File: src/rtl/core/sweep_vertex_event_classifier_defines.svh
// Assertion macros for the sweep vertex event classifier.
// Depends on nothing; the user must have clk and arst_n in scope.
`ifndef SWEEP_VERTEX_EVENT_CLASSIFIER_DEFINES_SVH
`define SWEEP_VERTEX_EVENT_CLASSIFIER_DEFINES_SVH

// Same-cycle implication, disabled while reset is held.
`define SVEC_ASSERT_NOW(label, ante, cons, msg) \
	label: assert property (@(posedge clk) disable iff (!arst_n) (ante) |-> (cons)) \
		else $error(msg);

// Next-cycle implication, disabled while reset is held.
`define SVEC_ASSERT_NEXT(label, ante, cons, msg) \
	label: assert property (@(posedge clk) disable iff (!arst_n) (ante) |=> (cons)) \
		else $error(msg);

`endif

File: src/rtl/core/svec_pkg.sv
// Shared types, codes and the CORDIC arctangent table of the classifier.
// Depends on nothing.
package svec_pkg;

	localparam int COORD_BITS   = 16;
	localparam int XY_W         = COORD_BITS + 3;
	localparam int CORDIC_STEPS = 16;
	localparam int STEP_W       = $clog2(CORDIC_STEPS);
	localparam int ACC_FRAC     = 16;
	localparam int ACC_W        = 27;

	localparam logic signed [ACC_W-1:0] Z90  = ACC_W'(90 << ACC_FRAC);
	localparam logic signed [ACC_W-1:0] Z360 = ACC_W'(360 << ACC_FRAC);

	localparam logic [2:0] EV_NONE     = 3'd0;
	localparam logic [2:0] EV_IN       = 3'd1;
	localparam logic [2:0] EV_SIDE_IN  = 3'd2;
	localparam logic [2:0] EV_OUT      = 3'd3;
	localparam logic [2:0] EV_SIDE_OUT = 3'd4;
	localparam logic [2:0] EV_FLOOR    = 3'd5;
	localparam logic [2:0] EV_CEILING  = 3'd6;

	localparam logic [1:0] SRC_NONE     = 2'd0;
	localparam logic [1:0] SRC_INCOMING = 2'd1;
	localparam logic [1:0] SRC_OUTGOING = 2'd2;

	localparam logic [1:0] LOC_NONE    = 2'd0;
	localparam logic [1:0] LOC_OPENING = 2'd1;
	localparam logic [1:0] LOC_CLOSING = 2'd2;

	typedef struct packed {
		logic signed [COORD_BITS-1:0] in_dx;
		logic signed [COORD_BITS-1:0] in_dy;
		logic signed [COORD_BITS-1:0] out_dx;
		logic signed [COORD_BITS-1:0] out_dy;
		logic                         is_boundary;
		logic                         is_leftmost;
	} svec_in_t;

	typedef struct packed {
		logic [2:0] event_kind;
		logic [1:0] floor_source;
		logic [1:0] ceiling_source;
		logic       from_boundary;
	} svec_out_t;

	typedef struct packed {
		logic              load_first;
		logic              load_second;
		logic              iter;
		logic [STEP_W-1:0] step;
		logic              fin_first;
		logic              fin_second;
		logic              classify;
	} svec_cmd_t;

	// atan(2^-i) in degrees, 16 fraction bits
	function automatic logic signed [ACC_W-1:0] svec_atan(input logic [STEP_W-1:0] i);
		logic signed [ACC_W-1:0] v;
		case (i)
			4'd0:    v = ACC_W'(2949120);
			4'd1:    v = ACC_W'(1740967);
			4'd2:    v = ACC_W'(919879);
			4'd3:    v = ACC_W'(466945);
			4'd4:    v = ACC_W'(234379);
			4'd5:    v = ACC_W'(117304);
			4'd6:    v = ACC_W'(58666);
			4'd7:    v = ACC_W'(29335);
			4'd8:    v = ACC_W'(14668);
			4'd9:    v = ACC_W'(7334);
			4'd10:   v = ACC_W'(3667);
			4'd11:   v = ACC_W'(1833);
			4'd12:   v = ACC_W'(917);
			4'd13:   v = ACC_W'(458);
			4'd14:   v = ACC_W'(229);
			4'd15:   v = ACC_W'(115);
			default: v = '0;
		endcase
		return v;
	endfunction

endpackage

File: src/rtl/core/sweep_vertex_event_classifier.sv
// Sweep vertex event classifier top level: svec_ctrl sequencer and svec_dp datapath.
// The result is registered after the vertex transaction passes two 16-step CORDIC
// runs on one shared unit, each followed by a finish step, and then a classify step.
// Vertices are not overlapped; a waiting result holds only the classify step.
// Reset (arst_n low): no result pending, sequencer idle, no opening/closing seen.
// Depends on svec_pkg and sweep_vertex_event_classifier_defines.svh.
`include "sweep_vertex_event_classifier_defines.svh"

module sweep_vertex_event_classifier
	import svec_pkg::*;
#(
	parameter int ANGLE_FRAC_BITS = 6
) (
	input  logic      clk,
	input  logic      arst_n,
	// vertex channel
	input  logic      vtx_valid,
	output logic      vtx_stall,
	input  svec_in_t  vtx,
	// event channel
	output logic      evt_valid,
	input  logic      evt_stall,
	output svec_out_t evt
);

	// Commands from the sequencer to the datapath. The sequencer loads the
	// incoming edge vector with the vertex transaction, steps the CORDIC unit,
	// finishes the incoming angle while loading the outgoing vector, steps
	// again, finishes the outgoing angle, then classifies once the event
	// register is free or being drained in that same cycle.
	svec_cmd_t cmd;

	svec_ctrl u_ctrl (
		.clk       (clk),
		.arst_n    (arst_n),
		.vtx_valid (vtx_valid),
		.vtx_stall (vtx_stall),
		.evt_valid (evt_valid),
		.evt_stall (evt_stall),
		.cmd       (cmd)
	);

	// The datapath holds the vertex, the CORDIC x/y/z registers, both angles,
	// the opening/closing history and the event register that drives evt.
	svec_dp #(
		.ANGLE_FRAC_BITS (ANGLE_FRAC_BITS)
	) u_dp (
		.clk    (clk),
		.arst_n (arst_n),
		.cmd    (cmd),
		.vtx    (vtx),
		.evt    (evt)
	);

	// A vertex transaction must start a busy period.
	`SVEC_ASSERT_NEXT(a_busy_after_accept, vtx_valid && !vtx_stall, vtx_stall, "vertex accepted while idle did not go busy")
	// A new event only appears at the end of a busy period.
	`SVEC_ASSERT_NOW(a_event_from_busy, $rose(evt_valid), $past(vtx_stall), "event appeared without a vertex in work")
	// An event never follows its vertex in the very next cycle.
	`SVEC_ASSERT_NEXT(a_no_early_event, vtx_valid && !vtx_stall, !$rose(evt_valid), "event raised one cycle after vertex")
	// While a vertex is in work, a stalled event register must not reload.
	`SVEC_ASSERT_NEXT(a_hold_under_stall, evt_valid && evt_stall && vtx_stall, $stable(evt), "pending event overwritten by classification")

endmodule

File: src/rtl/core/svec_ctrl.sv
// Sequencer of the classifier: handshakes and CORDIC step count.
// Depends on svec_pkg for the command type and step constants.
module svec_ctrl
	import svec_pkg::*;
(
	input  logic      clk,
	input  logic      arst_n,
	input  logic      vtx_valid,
	output logic      vtx_stall,
	output logic      evt_valid,
	input  logic      evt_stall,
	output svec_cmd_t cmd
);

	localparam logic [2:0] S_IDLE  = 3'd0;
	localparam logic [2:0] S_ITER1 = 3'd1;
	localparam logic [2:0] S_FIN1  = 3'd2;
	localparam logic [2:0] S_ITER2 = 3'd3;
	localparam logic [2:0] S_FIN2  = 3'd4;
	localparam logic [2:0] S_CLASS = 3'd5;

	localparam logic [STEP_W-1:0] LAST_STEP = STEP_W'(CORDIC_STEPS - 1);

	logic [2:0]        state_q, state_d;
	logic [STEP_W-1:0] step_q;
	logic              evt_valid_q;
	logic              slot_free;

	assign slot_free = !evt_valid_q || !evt_stall;
	assign vtx_stall = (state_q != S_IDLE);
	assign evt_valid = evt_valid_q;

	always_comb begin
		state_d         = state_q;
		cmd             = '0;
		cmd.step        = step_q;
		case (state_q)
			S_IDLE: begin
				if (vtx_valid) begin
					cmd.load_first = 1'b1;
					state_d        = S_ITER1;
				end
			end
			S_ITER1: begin
				cmd.iter = 1'b1;
				if (step_q == LAST_STEP) state_d = S_FIN1;
			end
			S_FIN1: begin
				cmd.fin_first   = 1'b1;
				cmd.load_second = 1'b1;
				state_d         = S_ITER2;
			end
			S_ITER2: begin
				cmd.iter = 1'b1;
				if (step_q == LAST_STEP) state_d = S_FIN2;
			end
			S_FIN2: begin
				cmd.fin_second = 1'b1;
				state_d        = S_CLASS;
			end
			S_CLASS: begin
				if (slot_free) begin
					cmd.classify = 1'b1;
					state_d      = S_IDLE;
				end
			end
			default: state_d = S_IDLE;
		endcase
	end

	always_ff @(posedge clk or negedge arst_n) begin
		if (!arst_n) begin
			state_q     <= S_IDLE;
			step_q      <= '0;
			evt_valid_q <= 1'b0;
		end else begin
			state_q <= state_d;
			if (cmd.load_first || cmd.load_second) step_q <= '0;
			else if (cmd.iter) step_q <= step_q + STEP_W'(1);
			if (cmd.classify) evt_valid_q <= 1'b1;
			else if (!evt_stall) evt_valid_q <= 1'b0;
		end
	end

endmodule

File: src/rtl/core/svec_dp.sv
// Datapath of the classifier: shared CORDIC unit, angle registers,
// window tests, opening/closing history and the result register. Uses svec_pkg.
module svec_dp
	import svec_pkg::*;
#(
	parameter int ANGLE_FRAC_BITS = 6
) (
	input  logic      clk,
	input  logic      arst_n,
	input  svec_cmd_t cmd,
	input  svec_in_t  vtx,
	output svec_out_t evt
);

	localparam int ANG_W = 9 + ANGLE_FRAC_BITS;
	localparam int CMP_W = ANG_W + 2;
	localparam int RSH   = ACC_FRAC - ANGLE_FRAC_BITS;

	localparam logic [ANG_W-1:0] A90   = ANG_W'(90 << ANGLE_FRAC_BITS);
	localparam logic [ANG_W-1:0] A180  = ANG_W'(180 << ANGLE_FRAC_BITS);
	localparam logic [ANG_W-1:0] A270  = ANG_W'(270 << ANGLE_FRAC_BITS);
	localparam logic [ANG_W-1:0] AFULL = ANG_W'(360 << ANGLE_FRAC_BITS);

	localparam logic signed [CMP_W-1:0] D90  = CMP_W'(90 << ANGLE_FRAC_BITS);
	localparam logic signed [CMP_W-1:0] D180 = CMP_W'(180 << ANGLE_FRAC_BITS);
	localparam logic signed [CMP_W-1:0] D270 = CMP_W'(270 << ANGLE_FRAC_BITS);

	localparam logic signed [ACC_W-1:0] ZHALF = ACC_W'(1 << (RSH - 1));

	function automatic logic win_in(input logic signed [CMP_W-1:0] f,
	                                input logic signed [CMP_W-1:0] c);
		return (D90 < f && f <= D180) ? (c < D90 || c > f + D180) :
		       (D180 < f && f < D270) ? (f - D180 < c && c < D90) : 1'b0;
	endfunction

	function automatic logic win_side_in(input logic signed [CMP_W-1:0] f,
	                                     input logic signed [CMP_W-1:0] c);
		return (D90 < f && f <= D180) ? (D270 <= c && c < f + D180) :
		       (D180 <= f && f < D270) ? (c < f - D180 || c > D270) : 1'b0;
	endfunction

	function automatic logic win_out(input logic signed [CMP_W-1:0] f,
	                                 input logic signed [CMP_W-1:0] c);
		return (c < D90) ? (c + D180 < f && f < D270) :
		       (c > D270) ? (c - D180 < f && f < D270) : 1'b0;
	endfunction

	function automatic logic win_side_out(input logic signed [CMP_W-1:0] f,
	                                      input logic signed [CMP_W-1:0] c);
		return (c < D90) ? (D90 < f && f < c + D180) :
		       (c > D270) ? (D90 < f && f < c - D180) : 1'b0;
	endfunction

	svec_in_t                item_q;
	logic signed [XY_W-1:0]  x_q, y_q;
	logic signed [ACC_W-1:0] z_q;
	logic                    axis_q;
	logic [ANG_W-1:0]        axis_ang_q;
	logic [ANG_W-1:0]        ang_in_q, ang_out_q;
	logic [1:0]              loc_q;
	svec_out_t               res_q;

	// vector preload
	logic signed [COORD_BITS-1:0] vx, vy;
	logic signed [XY_W-1:0]       ex, ey, px, py;
	logic signed [ACC_W-1:0]      pz;
	logic                         paxis;
	logic [ANG_W-1:0]             pang;

	always_comb begin
		vx    = cmd.load_first ? vtx.in_dx : item_q.out_dx;
		vy    = cmd.load_first ? vtx.in_dy : item_q.out_dy;
		ex    = XY_W'(vx);
		ey    = XY_W'(vy);
		paxis = (vy == '0) || (vx == '0);
		if (vy == '0) pang = (vx < 0) ? A180 : '0;
		else pang = (vy > 0) ? A90 : A270;
		if (ex < 0) begin
			if (ey > 0) begin
				px = ey;
				py = -ex;
				pz = Z90;
			end else begin
				px = -ey;
				py = ex;
				pz = -Z90;
			end
		end else begin
			px = ex;
			py = ey;
			pz = '0;
		end
	end

	// one CORDIC vectoring step
	logic signed [XY_W-1:0]  xs, ys, nx, ny;
	logic signed [ACC_W-1:0] nz, tab;

	always_comb begin
		xs  = x_q >>> cmd.step;
		ys  = y_q >>> cmd.step;
		tab = svec_atan(cmd.step);
		if (!y_q[XY_W-1]) begin
			nx = x_q + ys;
			ny = y_q - xs;
			nz = z_q + tab;
		end else begin
			nx = x_q - ys;
			ny = y_q + xs;
			nz = z_q - tab;
		end
	end

	// wrap and round the accumulator into an angle
	logic signed [ACC_W-1:0] zw1, zw2, zr;
	logic [ANG_W-1:0]        ar, fin_ang;

	always_comb begin
		zw1 = (z_q < 0) ? z_q + Z360 : z_q;
		zw2 = (zw1 >= Z360) ? zw1 - Z360 : zw1;
		zr  = (zw2 + ZHALF) >>> RSH;
		ar  = zr[ANG_W-1:0];
		if (ar >= AFULL) ar = ar - AFULL;
		fin_ang = axis_q ? axis_ang_q : ar;
	end

	// classification
	logic signed [CMP_W-1:0] fi, co;
	logic [2:0]              kind;
	svec_out_t               res_d;
	logic [1:0]              loc_d;

	always_comb begin
		fi = CMP_W'(ang_in_q);
		co = CMP_W'(ang_out_q);
		if (item_q.is_leftmost) kind = item_q.is_boundary ? EV_SIDE_IN : EV_IN;
		else if (win_in(fi, co)) kind = EV_IN;
		else if (win_side_in(fi, co)) kind = EV_SIDE_IN;
		else if (win_out(co, fi)) kind = EV_OUT;
		else if (win_side_out(co, fi)) kind = EV_SIDE_OUT;
		else if (loc_q == LOC_OPENING) kind = EV_CEILING;
		else if (loc_q == LOC_CLOSING) kind = EV_FLOOR;
		else kind = EV_NONE;

		res_d               = '0;
		res_d.event_kind    = kind;
		res_d.from_boundary = item_q.is_boundary;
		loc_d               = loc_q;
		case (kind)
			EV_IN, EV_SIDE_IN: begin
				res_d.floor_source   = SRC_INCOMING;
				res_d.ceiling_source = SRC_OUTGOING;
				loc_d                = LOC_OPENING;
			end
			EV_OUT, EV_SIDE_OUT: begin
				res_d.floor_source   = SRC_OUTGOING;
				res_d.ceiling_source = SRC_INCOMING;
				loc_d                = LOC_CLOSING;
			end
			EV_FLOOR:   res_d.floor_source = SRC_INCOMING;
			EV_CEILING: res_d.ceiling_source = SRC_OUTGOING;
			default:    res_d.from_boundary = 1'b0;
		endcase
	end

	always_ff @(posedge clk) begin
		if (cmd.load_first) item_q <= vtx;
		if (cmd.load_first || cmd.load_second) begin
			x_q        <= px;
			y_q        <= py;
			z_q        <= pz;
			axis_q     <= paxis;
			axis_ang_q <= pang;
		end else if (cmd.iter) begin
			x_q <= nx;
			y_q <= ny;
			z_q <= nz;
		end
		if (cmd.fin_first) ang_in_q <= fin_ang;
		if (cmd.fin_second) ang_out_q <= fin_ang;
		if (cmd.classify) res_q <= res_d;
	end

	always_ff @(posedge clk or negedge arst_n) begin
		if (!arst_n) begin
			loc_q <= LOC_NONE;
		end else if (cmd.classify) begin
			loc_q <= loc_d;
		end
	end

	assign evt = res_q;

endmodule

File: config.mk
export PLATFORM = sky130hd
export DESIGN_NAME = sweep_vertex_event_classifier
export DESIGN_NICKNAME = d
export VERILOG_FILES = /design/src/rtl/core/svec_pkg.sv /design/src/rtl/core/sweep_vertex_event_classifier.sv /design/src/rtl/core/svec_ctrl.sv /design/src/rtl/core/svec_dp.sv
export VERILOG_INCLUDE_DIRS = /design/src /design/src/rtl/core
export SDC_FILE = /design/constraint.sdc
export NUM_CORES = 1
export LEC_CHECK = 0
export BUFFER_PORTS_ARGS = -buffer_cell sky130_fd_sc_hd__clkbuf_2
export CORE_ASPECT_RATIO = 0.6
export CORE_MARGIN = 3
export CORE_UTILIZATION = 40
export DETAILED_ROUTE_END_ITERATION = 6
export GPL_TIMING_DRIVEN = 0
export SETUP_SLACK_MARGIN = 0.3
export SLEW_MARGIN = 20
export SYNTH_ARGS = -nofsm -noshare
export SYNTH_HDL_FRONTEND = slang
export SYNTH_SLANG_ARGS = --single-unit
export TNS_END_PERCENT = 100
File: constraint.sdc
create_clock -name clk -period 5.6 [get_ports clk]
set_input_delay 1.4 -clock clk [delete_from_list [all_inputs] [get_ports clk]]
set_output_delay 1.4 -clock clk [all_outputs]
set_load 0.005 [all_outputs]
### Word level (Yosys, flattened, before mapping)

Memories as Yosys holds them, arrays and structs flattened.
Cells that the tools add are included.

| word-level totals | value |
|---|---|
| bits in registers | 163 |
| bits in read-only memories | 352 |
| input bits | 70 |
| output and inout port bits | 10 |
| logic and storage cells | 167 |
| memories kept | 1 |

| cells by class | value |
|---|---|
| $add $sub $neg | 15 |
| $lt $le $gt $ge | 22 |
| eq/ne operators | 19 |
| shifts and indexed selects | 2 |
| multiplexer cells | 59 |
| reductions and logical operators | 30 |

Memory list:

| name | words | width | read ports | clocked after Yosys merged registers in | wr ports | line | RTL |
|---|---|---|---|---|---|---|---|
| (name not given) | 16 | 22 | 1 | 0 | 0 | svec_pkg.sv:60 | `case (i)` |

Operator list:

| operator | number |
|---|---|
| $mux W19 | 10 |
| $mux W27 | 6 |
| $mux W15 | 4 |
| $add A19 B19 Y19 | 2 |
| $neg A16 Y19 | 2 |
| $sshr A19 B4 Y19 | 2 |
| $sub A19 B19 Y19 | 2 |
| $lt A16 B17 Y1 | 2 |
| $lt A17 B16 Y1 | 2 |
| $mux W3 | 11 |
| $logic_not A16 Y1 | 2 |
| $mux W16 | 2 |
| $gt A15 B15 Y1 const B | 2 |
| $lt A13 B15 Y1 const A | 2 |
| $lt A15 B13 Y1 const B | 2 |
| $lt A15 B15 Y1 const B | 2 |
| $add A27 B26 Y27 const B | 1 |
| $add A27 B27 Y27 | 1 |
| $ge A27 B26 Y1 const B | 1 |
| $lt A27 B1 Y1 const B | 1 |
| $sub A27 B27 Y27 | 1 |
| $add A25 B11 Y25 const B | 1 |
| $mux W25 | 1 |
| $sub A25 B25 Y25 const B | 1 |
| other kinds (37) | 84 |

### Longest topological paths before layout

| depth | value |
|---|---|
| depth after elaboration | 14 |
| mapped depth | 26 |

### Cells and area by module

Synthesis repeated with hierarchy kept, for this count alone.

| unflattened totals | value |
|---|---|
| cell total of the unflattened synthesis | 1,719 |
| area total of the unflattened synthesis | 15,499.9 sq um |

Modules (own cells, without submodules):

| module | instances | cells each | area an instance (sq um) |
|---|---|---|---|
| svec_dp | 1 | 1,675 | 15,018.2 |
| svec_ctrl | 1 | 44 | 481.7 |

### Worst setup path before layout

Ideal clock, no wire load.

| timing | value |
|---|---|
| path kind | flip-flop to flip-flop |
| start | reg u_ctrl.step_q[1] |
| end | reg u_dp.x_q[18], data pin |
| setup time | 276 ps |
| arrival | 4,983 ps |
| required time | 5,324 ps |
| setup slack | 341 ps |
| stages on the path, launching flop included | 21 |
| period minus slack after synthesis | 5,259 ps |
| path through | dfrtp_1 -> buf_2 -> buf_2 -> clkbuf_1 -> buf_2 -> a21oi_1 -> mux4_2 -> ha_1 -> nand2_1 -> o21a_1 -> fa_1 -> a21o_1 -> a21o_1 -> a2111oi_0 -> o31ai_1 -> o21ai_0 -> o21ai_0 -> a2111oi_0 -> o41ai_1 -> xnor2_1 -> nor2_1 |

| between the ends | value |
|---|---|
| word-level cells in the longest chain between the ends | 5 |

RTL lines:

| what | line | RTL |
|---|---|---|
| start: declaration | svec_ctrl.sv:25 | `logic [STEP_W-1:0] step_q;` |
| start signal: assignment | svec_ctrl.sv:79 | `else if (cmd.iter) step_q <= step_q + STEP_W'(1);` |
| $sshr A19 B4 Y19 * | svec_dp.sv:101 | `ys = y_q >>> cmd.step;` |
| $add A19 B19 Y19 / $sub A19 B19 Y19 (equally long branches) | svec_dp.sv:104, svec_dp.sv:108 |  |
| $mux W19 * | svec_dp.sv:103 | `if (!y_q[XY_W-1]) begin` |
| $mux W19 * | svec_dp.sv:174 | `end else if (cmd.iter) begin` |
| $mux W19 * | svec_dp.sv:168 | `if (cmd.load_first \|\| cmd.load_second) begin` |
| end signal: assignment | svec_dp.sv:169 | `x_q <= px;` |
| end signal: assignment | svec_dp.sv:175 | `x_q <= nx;` |
| end: declaration | svec_dp.sv:55 | `logic signed [XY_W-1:0] x_q, y_q;` |

Every way passes the cells marked *; elsewhere a longest branch is shown, timed or not. The select of a mux whose other input is x is not followed.
A chain may end at the register's enable or synchronous reset.

### Worst setup path in the final report

| timing | value |
|---|---|
| start | reg u_ctrl.step_q[0] |
| end | reg u_dp.z_q[24], data pin |

| between the ends | value |
|---|---|
| word-level cells in the longest chain between the ends | 5 |

RTL lines:

| what | line | RTL |
|---|---|---|
| $mem_v2 Z16 W22 * | n/a |  |
| $add A27 B27 Y27 / $sub A27 B27 Y27 (equally long branches) | svec_dp.sv:106, svec_dp.sv:110 |  |
| $mux W27 * | svec_dp.sv:103 |  |
| $mux W27 * | svec_dp.sv:174 |  |
| $mux W27 * | svec_dp.sv:168 |  |
| end signal: assignment | svec_dp.sv:171 | `z_q <= pz;` |
| end signal: assignment | svec_dp.sv:177 | `z_q <= nz;` |
| end: declaration | svec_dp.sv:56 | `logic signed [ACC_W-1:0] z_q;` |

Marks and branches as above.

==> out/metrics.yaml <==
synthesis:
  synth.distinct_cells: 94
  yosys_warnings: 0
  synthCells: 1663
  dominantRegCellSynth: "edfxtp_1"
  syn_area_per_cell_um2: 9.14
  seq_area_frac_synth: 0.301
  async_flop_share: 0.0649
  ys_ff_latch: 154
  syn_area_mm2: 0.0152
  synth_fp_nets: 1837
  synth_edf_count: 144
sta:
  clock_skew_ns: 0.0172
  tightest_slew_ns: 1.12
  finalHoldViolations: 0
  timing.final.ws_setup_ns: 0.396
  setup-tns-final_ns: 0
  rsz0062_at_grt: "true"
  setup_viol: 0
  hold_ws_ns: 0.531
  relSlewSlack: 0.251
  slew_viol_final: 0
  fmax_mhz: 192
  fin_crit_ns: 5.20
  period_share: 0.929
global_route:
  globalRouteOverflowTotal: 0
  grt_first_pass_wirelength_um: 77700
  antenna_found_initial: 0
  grt_pass1_vias: 12700
  grt_start_max_net_pins: 44
  grt_use_total: 0.253
detailed_routing:
  ant_nets: 0
  vias: 13900
  wl_met3_um: 6720
  drt_pass1_iterations: 5
  viasPerCell: 6.03
  top_layer: "met4"
  wirelength_um: 51900
  route.detailed.drc: 0
  wl_met1_um: 25600
  drtIter0Drc: 1516
  routedWlPerCell_um: 22.5
  met2_length_um: 19000
status:
  status: "completed"
cts:
  cts_made_buffers: 17
  cts_hold_buf: 0
  clkLatencyLatePin_ns: 0.46
  numClockSinks: 154
  h-tree-depth: 4
  clock_path_buffers: 2
  clk_pin_slew_ns: 0.07
  cts_tree: "yes"
  cts-root-buf: "clkbuf_16"
critical_path:
  r2r-start: "u_ctrl.step_q[0]"
  criticalPathCategory: "reg2reg"
  ff2ff_setup_slack_ns: 0.40
  critPathLaunchType: "flop"
  crit_start: "u_ctrl.step_q[0]"
  critical_path_required_ns: 5.91
  crit_arrival_ns: 5.52
  end_kind: "flop"
  cp_max_fo: 11
worst_hold_path:
  min_from: "u_ctrl.evt_valid"
  hold_class: "reg2reg"
place:
  portBuffers: 79
  hpwl_um: 41000
  place.gp.congestion: 0.931
  place_ws_ns: -1.25
  place_inst: 2251
final_layout:
  layout_common_cells: "147 x nor2_1, 144 x edfxtp_1, 142 x a21oi_1"
  layout_commonest_cell: "nor2_1"
  instances_no_fill: 2307
  layout-drive-gt1-share: 0.181
  ff_latch_area_mm2: 0.00458
  num-fill-cells: 3548
  nets: 1964
  antenna_cells: 0
  syn_to_final_growth_pct: 16.1
  multiInputGateArea_mm2: 0.0104
floorplanning:
  fp.dieH_um: 157
  die_x_um: 258
  ios: 80
  start_util: 0.412
  dieArea_mm2: 0.0405
  fp.coreArea_mm2: 0.0369
  rows: 54
run:
  cap_violations: 0
## stage by stage
stage,utilization,instance area [µm²]
2_1_floorplan,-,15200
6_report,0.478,17700
3_5_place_dp,0.443,16300
5_1_grt,0.478,17700
3_3_place_gp,0.440,16200
4_1_cts,0.465,17100
## cells in the mapped netlist, drive strengths merged (5+ instances only)
| cell type | number | share of area |
|---|---|---|
| o211ai | 10 | 0.0049 |
| xor2 | 63 | 0.036 |
| nand2b | 20 | 0.0082 |
| or2 | 13 | 0.0053 |
| nor2 | 154 | 0.039 |
| mux2i | 60 | 0.040 |
| and3 | 21 | 0.0090 |
| dfrtp | 10 | 0.016 |
| mux2 | 17 | 0.013 |
| clkbuf | 39 | 0.0096 |
| nand4 | 17 | 0.0078 |
| buf | 41 | 0.016 |
| xnor2 | 95 | 0.056 |
| o21bai | 10 | 0.0049 |
| a31oi | 31 | 0.014 |
| o22ai | 6 | 0.0025 |
| a211oi | 31 | 0.016 |
| nand2 | 118 | 0.029 |
| a21oi | 150 | 0.049 |
| a41oi | 5 | 0.0029 |
| o21ai | 91 | 0.030 |
| mux4 | 40 | 0.062 |
| nor4 | 16 | 0.0066 |
| a21o | 25 | 0.012 |
| a211o | 6 | 0.0035 |
| edfxtp | 144 | 0.28 |
| o41ai | 5 | 0.0029 |
| nor2b | 17 | 0.0070 |
| o21a | 18 | 0.0089 |
| or3 | 19 | 0.0078 |
| ha | 101 | 0.083 |
| o31ai | 11 | 0.0054 |
| nand3 | 48 | 0.016 |
| inv | 73 | 0.018 |
| nor3 | 36 | 0.012 |
| and2 | 17 | 0.0072 |
| nor3b | 11 | 0.0058 |
| a311oi | 6 | 0.0035 |
## routing by layer
layer / vias up / global-route usage
li1: 6486 / -
met1: 6702 / 0.398
met2: 684 / 0.321
met3: 40 / 0.0952
met4: 0 / 0.0415
met5: - / 0
## cell type report
type                            instances  share of cell area
Clock inverter                         14             0.00723
Clock buffer                           18              0.0243
Tap cell                              504              0.0357
Sequential cell                       154               0.259
Buffer                                 80              0.0267
Multi-Input combinational cell       1353               0.591
Timing Repair Buffer                  108              0.0399
Inverter                               76              0.0164
## worst max-delay path: stages, from the launching register on
cell and delay, ns:
dfrtp_2 0.46, buf_8 0.15, buf_12 0.15, buf_12 0.14, buf_12 0.14, inv_1 0.17, ha_4 0.26, nor2b_1 0.16
a31oi_2 0.26, buf_4 0.17, nand3_1 0.13, nor2_1 0.16, a21oi_1 0.11, xor2_1 0.20, ha_1 0.35, nor2_1 0.09
o21a_1 0.18, inv_1 0.07, a41oi_1 0.19, o311ai_2 0.42, nand2_1 0.10, o21a_2 0.27, o21a_1 0.23, or4_1 0.42
nand3_1 0.08
## flip-flops by register name, summed over array words and instances (netlist names)
name,flops
u_dp.axis_ang_q,6
u_dp.ang_in_q,15
u_dp.y_q,19
u_dp.ang_out_q,15
u_dp.z_q,27
u_ctrl.step_q,4
u_dp.item_q,34
u_dp.evt,8
u_dp.axis_q,1
u_dp.loc_q,2
u_ctrl.evt_valid,1
u_ctrl.state_q,3
u_dp.x_q,19
## cell families after synthesis
kind of cell	count (synthesis)	share of synthesized area
muxes	117	0.115
xor gates and xnor gates	158	0.0920
DFF	154	0.301
adders and majority gates	104	0.0871
AOI/OAI and AO/OA	448	0.187
and+or+nand+nor	526	0.174
buffers and inverters	156	0.0446
## path summary, 6_finish.rpt
kind,endpoint,cells past startpoint
worst max-delay path,u_dp.z_q[24],24
worst min-delay path,u_ctrl.evt_valid,2
worst max register to register,u_dp.z_q[24],24
worst min register to register,u_ctrl.evt_valid,2
max in group asynchronous,u_ctrl.step_q[2],1
min in group asynchronous,u_ctrl.step_q[1],1
## what timing repair did
item,4_1_cts,5_1_grt
setup endpoints to repair,37,40
cloned,0,2
pin swaps,6,20
setup buffers,5,17
resized for setup,59,79
Power is not shown: default switching activity piles up to over one toggle a cycle in this logic, so the estimate is an artifact.
